### src/rtl/tdpt_pkg.sv
// Shared types and constants for the trial-division prime test unit.
// Used by tdpt_ctrl, tdpt_dpath and trial_division_prime_test_unit.
`default_nettype none

package tdpt_pkg;

    // Width of the candidate port and of the operand that is tested.
    localparam int CAND_WIDTH  = 32;
    localparam int VALUE_WIDTH = 32;

    // The divisor never exceeds sqrt(2^(VALUE_WIDTH-1)) + 1.
    localparam int DIV_WIDTH = VALUE_WIDTH / 2 + 1;
    localparam int SQ_WIDTH  = 2 * DIV_WIDTH;
    localparam int CNT_WIDTH = (VALUE_WIDTH > 1) ? $clog2(VALUE_WIDTH) : 1;

    // Controller states, one-hot.
    typedef enum logic [6:0] {
        S_IDLE   = 7'b0000001,
        S_SQUARE = 7'b0000010,
        S_BOUND  = 7'b0000100,
        S_DIVIDE = 7'b0001000,
        S_TEST   = 7'b0010000,
        S_FINISH = 7'b0100000,
        S_HOLD   = 7'b1000000
    } state_t;

    // Commands from the controller to the datapath.
    typedef struct packed {
        logic load;        // capture the operand, divisor back to two
        logic square;      // register divisor squared
        logic start_div;   // clear remainder, load bit counter
        logic div_step;    // one restoring remainder step
        logic next_div;    // advance to the next divisor
        logic set_verdict; // write the verdict register
        logic verdict;     // value for the verdict register
        logic publish;     // copy the verdict into the output register
    } cmd_t;

    // Status from the datapath to the controller.
    typedef struct packed {
        logic trivial;   // negative, zero or one: not prime
        logic sq_over;   // divisor squared exceeds the operand
        logic div_last;  // last remainder step is under way
        logic rem_zero;  // remainder of the finished division is zero
    } stat_t;

endpackage

`default_nettype wire

### src/rtl/tdpt_dpath.sv
// Datapath of the prime test: operand, divisor, square and an iterative
// one-bit-per-cycle remainder unit. Depends on tdpt_pkg.
`default_nettype none

module tdpt_dpath (
    input  wire logic                             aclk,
    input  wire logic [tdpt_pkg::CAND_WIDTH-1:0]  candidate,
    input  wire tdpt_pkg::cmd_t                   cmd,
    output tdpt_pkg::stat_t                       stat,
    output logic                                  is_prime
);
    import tdpt_pkg::*;

    logic [VALUE_WIDTH-1:0] val_reg;
    logic [DIV_WIDTH-1:0]   div_reg;
    logic [SQ_WIDTH-1:0]    sq_reg;
    logic [DIV_WIDTH-1:0]   rem_reg,  rem_next;
    logic [CNT_WIDTH-1:0]   cnt_reg;
    logic                   verdict_reg;
    logic                   out_reg;
    logic [DIV_WIDTH:0]     partial;

    // One restoring step: shift in the next operand bit, subtract if it fits.
    always_comb begin
        partial = {rem_reg, val_reg[cnt_reg]};
        if (partial >= {1'b0, div_reg}) begin
            rem_next = DIV_WIDTH'(partial - {1'b0, div_reg});
        end else begin
            rem_next = partial[DIV_WIDTH-1:0];
        end
    end

    // Datapath registers, all loaded under command.
    always_ff @(posedge aclk) begin
        if (cmd.load) begin
            val_reg <= VALUE_WIDTH'($unsigned(candidate));
            div_reg <= DIV_WIDTH'(2);
        end
        if (cmd.next_div) begin
            div_reg <= div_reg + DIV_WIDTH'(1);
        end
        if (cmd.square) begin
            sq_reg <= SQ_WIDTH'(div_reg) * SQ_WIDTH'(div_reg);
        end
        if (cmd.start_div) begin
            rem_reg <= '0;
            cnt_reg <= CNT_WIDTH'(VALUE_WIDTH - 1);
        end
        if (cmd.div_step) begin
            rem_reg <= rem_next;
            cnt_reg <= cnt_reg - CNT_WIDTH'(1);
        end
        if (cmd.set_verdict) begin
            verdict_reg <= cmd.verdict;
        end
        if (cmd.publish) begin
            out_reg <= verdict_reg;
        end
    end

    // Status toward the controller.
    always_comb begin
        stat.trivial  = val_reg[VALUE_WIDTH-1] || (val_reg < VALUE_WIDTH'(2));
        stat.sq_over  = sq_reg > SQ_WIDTH'(val_reg);
        stat.div_last = (cnt_reg == '0);
        stat.rem_zero = (rem_reg == '0);
    end

    assign is_prime = out_reg;

endmodule

`default_nettype wire

### src/rtl/tdpt_ctrl.sv
// Controller of the prime test: sequences square, bound check and remainder
// steps for each divisor and owns the handshakes. Depends on tdpt_pkg.
`default_nettype none

module tdpt_ctrl (
    input  wire logic             aclk,
    input  wire logic             aresetn,
    input  wire logic             s_valid,
    output logic                  s_ready,
    output logic                  m_valid,
    input  wire logic             m_ready,
    input  wire tdpt_pkg::stat_t  stat,
    output tdpt_pkg::cmd_t        cmd
);
    import tdpt_pkg::*;

    state_t state_reg, state_next;
    logic   out_valid_reg, out_valid_next;

    // Next state and commands.
    always_comb begin
        state_next = state_reg;
        cmd        = '0;
        unique case (state_reg) inside
            S_IDLE: begin
                if (s_valid) begin
                    cmd.load   = 1'b1;
                    state_next = S_SQUARE;
                end
            end
            S_SQUARE: begin
                cmd.square = 1'b1;
                if (stat.trivial) begin
                    cmd.set_verdict = 1'b1;
                    cmd.verdict     = 1'b0;
                    state_next      = S_FINISH;
                end else begin
                    state_next = S_BOUND;
                end
            end
            S_BOUND: begin
                if (stat.sq_over) begin
                    cmd.set_verdict = 1'b1;
                    cmd.verdict     = 1'b1;
                    state_next      = S_FINISH;
                end else begin
                    cmd.start_div = 1'b1;
                    state_next    = S_DIVIDE;
                end
            end
            S_DIVIDE: begin
                cmd.div_step = 1'b1;
                if (stat.div_last) begin
                    state_next = S_TEST;
                end
            end
            S_TEST: begin
                if (stat.rem_zero) begin
                    cmd.set_verdict = 1'b1;
                    cmd.verdict     = 1'b0;
                    state_next      = S_FINISH;
                end else begin
                    cmd.next_div = 1'b1;
                    state_next   = S_SQUARE;
                end
            end
            S_FINISH, S_HOLD: begin
                // Wait until the output register is free.
                if (!out_valid_reg || m_ready) begin
                    cmd.publish = 1'b1;
                    state_next  = S_IDLE;
                end else begin
                    state_next = S_HOLD;
                end
            end
            default: begin
                state_next = S_IDLE;
            end
        endcase
    end

    // Output word valid: set on publish, cleared when taken.
    always_comb begin
        out_valid_next = out_valid_reg;
        if (m_ready) begin
            out_valid_next = 1'b0;
        end
        if (cmd.publish) begin
            out_valid_next = 1'b1;
        end
    end

    always_ff @(posedge aclk) begin
        if (!aresetn) begin
            state_reg     <= S_IDLE;
            out_valid_reg <= 1'b0;
        end else begin
            state_reg     <= state_next;
            out_valid_reg <= out_valid_next;
        end
    end

    assign s_ready = (state_reg == S_IDLE);
    assign m_valid = out_valid_reg;

    // A new word never overwrites one that is still waiting.
    a_publish_free: assert property (@(posedge aclk) disable iff (!aresetn)
        cmd.publish |-> (!out_valid_reg || m_ready))
        else $error("result published over a pending word");

    // Prime is declared only once the square bound is passed.
    a_prime_bound: assert property (@(posedge aclk) disable iff (!aresetn)
        (cmd.set_verdict && cmd.verdict) |-> (state_reg == S_BOUND && stat.sq_over))
        else $error("prime verdict without bound check");

    // The last remainder step always leads to the zero test.
    a_div_to_test: assert property (@(posedge aclk) disable iff (!aresetn)
        (state_reg == S_DIVIDE && stat.div_last) |=> (state_reg == S_TEST))
        else $error("division did not end in test");

    // Leaving the remainder test toward finish requires a zero remainder.
    a_composite: assert property (@(posedge aclk) disable iff (!aresetn)
        (state_reg == S_TEST && cmd.set_verdict) |-> (stat.rem_zero && !cmd.verdict))
        else $error("composite verdict without zero remainder");

endmodule

`default_nettype wire

### src/rtl/trial_division_prime_test_unit.sv
// Top level of the trial-division prime test unit.
// Joins tdpt_ctrl and tdpt_dpath; depends on tdpt_pkg.
//
//  Channel   Ports                              Word
//  --------  ---------------------------------  ---------------------------
//  input     s_valid, s_ready, s_candidate      32-bit signed candidate
//  result    m_valid, m_ready, m_is_prime       1 if the candidate is prime
//
// Run time: negatives, zero and one are settled in the square state plus the
// handoff; otherwise each divisor tried passes square, bound check, one
// remainder bit per cycle and zero test, and a prime ends with a final square
// and bound check and the handoff. The iterative remainder unit dominates the
// run time. One item is in work at a time.
// Reset is synchronous and active low; it clears the controller and the
// output valid. A stalled result waits in the output register while the
// next word is accepted and tested.
`default_nettype none

module trial_division_prime_test_unit (
    input  wire logic                             aclk,
    input  wire logic                             aresetn,
    input  wire logic                             s_valid,
    output logic                                  s_ready,
    input  wire logic [tdpt_pkg::CAND_WIDTH-1:0]  s_candidate,
    output logic                                  m_valid,
    input  wire logic                             m_ready,
    output logic                                  m_is_prime
);
    import tdpt_pkg::*;

    cmd_t  cmd;
    stat_t stat;

    // Sequencer and handshakes.
    tdpt_ctrl u_ctrl (
        .aclk    (aclk),
        .aresetn (aresetn),
        .s_valid (s_valid),
        .s_ready (s_ready),
        .m_valid (m_valid),
        .m_ready (m_ready),
        .stat    (stat),
        .cmd     (cmd)
    );

    // Operand, divisor and remainder arithmetic.
    tdpt_dpath u_dpath (
        .aclk      (aclk),
        .candidate (s_candidate),
        .cmd       (cmd),
        .stat      (stat),
        .is_prime  (m_is_prime)
    );

endmodule

`default_nettype wire
### config.mk
export PLATFORM = sky130hd
export DESIGN_NAME = trial_division_prime_test_unit
export DESIGN_NICKNAME = d
export VERILOG_FILES = /design/src/rtl/tdpt_pkg.sv /design/src/rtl/tdpt_dpath.sv /design/src/rtl/tdpt_ctrl.sv /design/src/rtl/trial_division_prime_test_unit.sv
export SDC_FILE = /design/constraint.sdc
export NUM_CORES = 1
export LEC_CHECK = 0
export ABC_CLOCK_PERIOD_IN_PS = 5900
export BUFFER_PORTS_ARGS = -buffer_cell sky130_fd_sc_hd__buf_2
export CAP_MARGIN = 20
export CORE_ASPECT_RATIO = 0.75
export CORE_MARGIN = 2
export CORE_UTILIZATION = 30
export DETAILED_ROUTE_END_ITERATION = 8
export GPL_ROUTABILITY_DRIVEN = 0
export PLACE_DENSITY_LB_ADDON = 0.05
export SYNTH_ARGS = -nofsm -noshare
export SYNTH_HDL_FRONTEND = slang
export SYNTH_SLANG_ARGS = --single-unit
export TNS_END_PERCENT = 1
### constraint.sdc
create_clock -name aclk -period 5.9 [get_ports aclk]
set_input_delay 1.18 -clock aclk [delete_from_list [all_inputs] [get_ports aclk]]
set_output_delay 1.18 -clock aclk [all_outputs]
set_load 0.01 [all_outputs]
; Yosys cells after proc, flatten, opt, wreduce, memory -nomap -nowiden
; Index checks and enable logic that the tools add are counted.
[word_totals]
regBits = 115
output_inout_bits = 3
wordCells = 68
inputBits = 36
[classes]
eq_ne = 9
addsub = 3
n_mux = 32
mul = 1
reduce_logical = 10
order_cmp = 4
[ops]
columns = op, count
row1 = 2-to-1 mux 17 bit, 5
row2 = case mux 7 bit (6 select lines), 1
row3 = greater-than comparator 34 x 32 -> 1 bit, 1
row4 = multiplier 17 x 17 -> 34 bit, 1
row5 = less-than comparator 32 x 2 -> 1 bit (second input constant), 1
row6 = 2-to-1 mux 7 bit, 3
row7 = greater-or-equal comparator 18 x 17 -> 1 bit, 1
row8 = 2-to-1 mux 6 bit, 3
row9 = adder 17 x 1 -> 17 bit (second input constant), 1
row10 = zero test 17 bit, 1
row11 = subtractor 17 bit, 1
row12 = 2-to-1 mux 1 bit, 13
row13 = 2-to-1 mux 5 bit, 2
row14 = equality test 7 x 1 -> 1 bit (second input constant), 1
row15 = equality test 7 x 2 -> 1 bit (second input constant), 1
row16 = equality test 7 x 3 -> 1 bit (second input constant), 1
row17 = equality test 7 x 4 -> 1 bit (second input constant), 1
row18 = equality test 7 x 5 -> 1 bit (second input constant), 1
row19 = equality test 7 x 6 -> 1 bit (second input constant), 1
row20 = equality test 7 bit (second input constant), 1
row21 = less-than comparator 5 x 6 -> 1 bit (second input constant), 1
row22 = 2-to-1 mux 2 bit, 3
row23 = case mux 2 bit (3 select lines), 1
row24 = nonzero test 2 bit, 3
row25 = other kinds (8), 10

; Depth between registers and ports, before layout
[depth]
depth_word = 5
depth_mapped = 24
depth_no_buf = 23

; Hierarchy
; From an unflattened synthesis, not the netlist that was laid out.
[unflattened]
hier_cells = 1475
area_unflattened_um2 = 14571.5
[by_module_without_submodules]
columns = mod, area_per_inst_um2, cells_each, seq_area_each_um2, instances
row1 = tdpt_dpath, 13984.7, 1410, 3183.1, 1
row2 = tdpt_ctrl, 586.8, 65, 160.2, 1

; Worst setup path after synthesis
; Ideal clock, no wire load.
[synth_timing]
kind = register to register
startpoint = register u_dpath.div_reg[4]
endpoint = register u_dpath.sq_reg[32], data pin
path_buffers = 1
path_stages_with_launch = 21
arrival_ns = 6.137
synth_period_minus_slack_ns = 6.317
t_required_ns = 5.720
setup_time_ns = 0.180
path_slack_ns = -0.417
cell_sequence = edfxtp_1 > clkbuf_1 > clkinv_1 > nor2_1 > fa_1 > fa_1 > fa_1 > fa_1 > fa_1 > inv_1 > fa_1 > inv_1 > ha_1 > a21oi_1 > o21ai_1 > a21oi_1 > nor2b_1 > or3b_1 > o311a_1 > o21a_1 > o311ai_1
[synth_between]
elab_chain_len = 1
[synth_rtl]
columns = item, line
row1 = from (decl), tdpt_dpath.sv:15  ; logic [DIV_WIDTH-1:0] div_reg;
row2 = from (signal assigned), tdpt_dpath.sv:40  ; div_reg <= div_reg + DIV_WIDTH'(1);
row3 = multiplier 17 x 17 -> 34 bit, tdpt_dpath.sv:43  ; sq_reg <= SQ_WIDTH'(div_reg) * SQ_WIDTH'(div_reg);
row4 = to (signal assigned), tdpt_dpath.sv:43
row5 = to (decl), tdpt_dpath.sv:16  ; logic [SQ_WIDTH-1:0] sq_reg;
; Every way passes these cells.
; A chain may end at the register's enable or synchronous reset.

; Worst setup path after layout
[layout_timing]
startpoint = register u_dpath.div_reg[5]
endpoint = register u_dpath.sq_reg[32], data pin
; The elaborated chain is that of the path after synthesis.

==> results.sh <==
export IMPL_status="finished, violations left"
export IMPL_failed_checks="negative setup slack"
export IMPL_synth_simple_gate_area_frac=0.121
export IMPL_area_growth_pct=26.0
export IMPL_grt_busiest_layer="met1"
export IMPL_fp_dieW_um=255
export IMPL_num_rows=68
export IMPL_drt_pass1_iter_count=5
export IMPL_antenna_left=0
export IMPL_cpMaxStageDelayCell="fa_2"
export IMPL_synth_compound_area_frac=0.0820
export IMPL_grt_pass1_wl_um=65500
export IMPL_layout_nets=2048
export IMPL_synth_area_leader_cell="fa_1"
export IMPL_netlist_area_um2=14100
export IMPL_clock_skew_ns=0.0204
export IMPL_grt_overflow_total=0
export IMPL_synthMuxAreaShare=0.0174
export IMPL_htree_levels=4
export IMPL_slew_viol_final=0
export IMPL_synth_edf_count=106
export IMPL_met3_usage=0.0253
export IMPL_drc=0
export IMPL_crit_chain="buf_6 -> nand2_2 -> inv_2 -> fa_1 -> inv_1 -> fa_2 -> fa_2 -> inv_2 -> fa_2 -> fa_2 -> inv_1 -> fa_2 -> inv_2 -> ha_4 -> a21oi_4 -> o21ai_2 -> a21oi_2 -> nor2b_1 -> or3b_1 -> o311a_1 -> o21a_1 -> o311ai_2"
export IMPL_viasPerCell=4.56
export IMPL_whs_ns=0.445
export IMPL_syn_area_per_cell_um2=9.91
export IMPL_wl_per_cell_um=18.1
export IMPL_setup_viol=5
export IMPL_p_int_uw=6750
export IMPL_yosysMostFrequentCell="inv_1"
export IMPL_syn_num_nets=1814
export IMPL_cts_sinks=114
export IMPL_dp_hpwl_um=35600
export IMPL_synth_top_family_by_area="adder cells"
export IMPL_dieHeight_um=192
export IMPL_rrSetupSlack_ns=-0.15
export IMPL_track_usage=0.180
export IMPL_cap_viol_max_count=0
export IMPL_dpl_cell_area_um2=16600
export IMPL_worst_setup_path_type="reg2reg"
export IMPL_p_clk_frac=0.081
export IMPL_use_met1=0.289
export IMPL_routed_via_count=10513
export IMPL_fin_ws_ns=-0.146
export IMPL_switchingPower_uw=5380
export IMPL_io_pins=39
export IMPL_synth_xor_area_share=0.0372
export IMPL_required_ns=6.15
export IMPL_totalWireLength_um=41800
export IMPL_yosys_most_used_dff="edfxtp_1"
export IMPL_core_area_um2=46300
export IMPL_p_leak_uw=0.00851
export IMPL_clk_latency_ns=0.44
export IMPL_drt_iter0_markers=543
export IMPL_fin_util=0.385
export IMPL_design_area_um2=17800
export IMPL_cp_common_cell="fa_2"
export IMPL_grt_max_degree=37
export IMPL_ys_ff_latch=114
export IMPL_grt_setup_unrepaired="true"
export IMPL_cp_max_fo=4
export IMPL_cts_tree="yes"
export IMPL_worstMarginPinSlew_ns=0.906
export IMPL_grt_pass1_vias=11164
export IMPL_largest_reg_flops=33
export IMPL_ys_seq_area_frac=0.237
export IMPL_drive_above_1_share=0.257
export IMPL_crit_arrival_ns=6.29
export IMPL_clkTransAtPathRegs_ns=0.06
export IMPL_yosys_warnings=0
export IMPL_die_area_um2=48900
export IMPL_cts_root_buf="clkbuf_16"
export IMPL_power_frac_comb=0.809
export IMPL_ys_top_cells_by_area="fa_1 (27%), edfxtp_1 (23%), ha_1 (14%), inv_1 (8.0%), nand2_1 (3.6%)"
export IMPL_p_seq_frac=0.110
export IMPL_min_period_over_period=1.02
export IMPL_power_density_nw_per_um2=681
export IMPL_relSlewSlack=0.396
export IMPL_irDropWorstVdd_mv=0.485
export IMPL_synth_top_cells_by_count="inv_1 (302), fa_1 (193), ha_1 (158)"
export IMPL_io_buffers=38
export IMPL_max_stage_delay_ns=0.57
export IMPL_ys_async_sr_fraction=0
export IMPL_cts_buffer_depth=2
export IMPL_met2_usage=0.257
export IMPL_worstHoldPathType="reg2reg"
export IMPL_switching_share=0.443
export IMPL_n_antenna_cell=0
export IMPL_cts_buffers=17
export IMPL_antenna_found_initial=0
export IMPL_synth_fa_ha_area_frac=0.413
export IMPL_crit_path_end_kind="flop"
export IMPL_fin_crit_ns=6.05
export IMPL_cp_start_kind="flop"
export IMPL_synth_top_area_frac=0.273
export IMPL_synth_cells=1427
export IMPL_dpl_worst_slack_ns=-0.413
export IMPL_start_util=0.305
export IMPL_synth_cell_type_count=76
export IMPL_final_hold_viol_count=0
export IMPL_fmax_mhz=165
-- final cells by class --
cell class	count	area [um2]
tap	630	788
timing repair buffer	248	1920
sequential	114	3340
fill	4761	28500
inverter	312	1190
clock buffer	19	433
clock inverter	13	113
multi-input combinational	968	10000
-- cells by family (layout without fill, tap and decap cells) --
family                     after synthesis  in the layout
adders and majority gates              351            351
muxes                                   12             12
DFF                                    114            114
buffers and inverters                  345            592
xor gates and xnor gates                60             60
and+or+nand+nor                        375            375
AOI/OAI and AO/OA                      170            170
-- path summary, 6_finish.rpt --
kind / cells after the start / startpoint / endpoint
hold reg to reg: 0 / u_dpath.verdict_reg / u_dpath.is_prime
setup reg to reg: 22 / u_dpath.div_reg[5] / u_dpath.sq_reg[32]
hold / removal: 0 / u_dpath.verdict_reg / u_dpath.is_prime
setup / recovery: 22 / u_dpath.div_reg[5] / u_dpath.sq_reg[32]
-- power by group through the flow --
stage | combinational [uW] | clock (uW) | sequential (uW)
4_1_cts | 9740 | 1020 | 1340
3_3_place_gp | 8750 | 0 | 1350
6_report | 9800 | 987 | 1330
2_1_floorplan | 5120 | 0 | 1330
3_5_place_dp | 8720 | 0 | 1350
5_1_grt | 10900 | 1040 | 1340
-- metrics by stage --
| step | cells | power [uW] | TNS [ns] |
|---|---|---|---|
| floorplan | 1427 | 6450 | 0 |
| finish | 2304 | 12100 | -0.482 |
| global placement | 2256 | 10100 | -2.66 |
| global route | 2304 | 13300 | -2.91 |
| CTS | 2300 | 12100 | -0.398 |
| detailed placement | 2256 | 10100 | -2.89 |
-- worst max-delay path: cells and delay by family (launching register included) --
kind,cells,cell delay [ns]
buffers and inverters,6,0.44
AO/OA/AOI/OAI,6,1.25
flip-flops,1,0.46
adder cells (fa/ha/maj),7,3.22
AND/OR/NAND/NOR,3,0.50
-- layout by cell type (no fill, tap or decap), drive strengths merged, types with 9 or more instances in the layout --
master	n
inv	306
buf	248
fa	193
ha	158
nand2	134
nor2	119
edfxtp	106
a21oi	51
xnor2	48
o21ai	29
a21o	26
nand3	19
clkbuf	19
nor4	15
nor3	15
nand4	15
clkinv	15
xor2	12
mux4	10
o21a	10
and2	9
a211oi	9
-- timing repair --
item,4_1_cts,5_1_grt
gates cloned,0,0
pin swaps,87,24
setup buffers,15,3
resized for setup,104,27
endpoints found under the setup margin,15,16
hold buffers,0,0
-- layer usage --
metal	routed length (um)	share of wire
met2	17000	0.41
met1	23100	0.55
met3	1430	0.034
met4	221	0.0053
met5	0	0
Note: power is estimated with default switching activity, not from simulation.
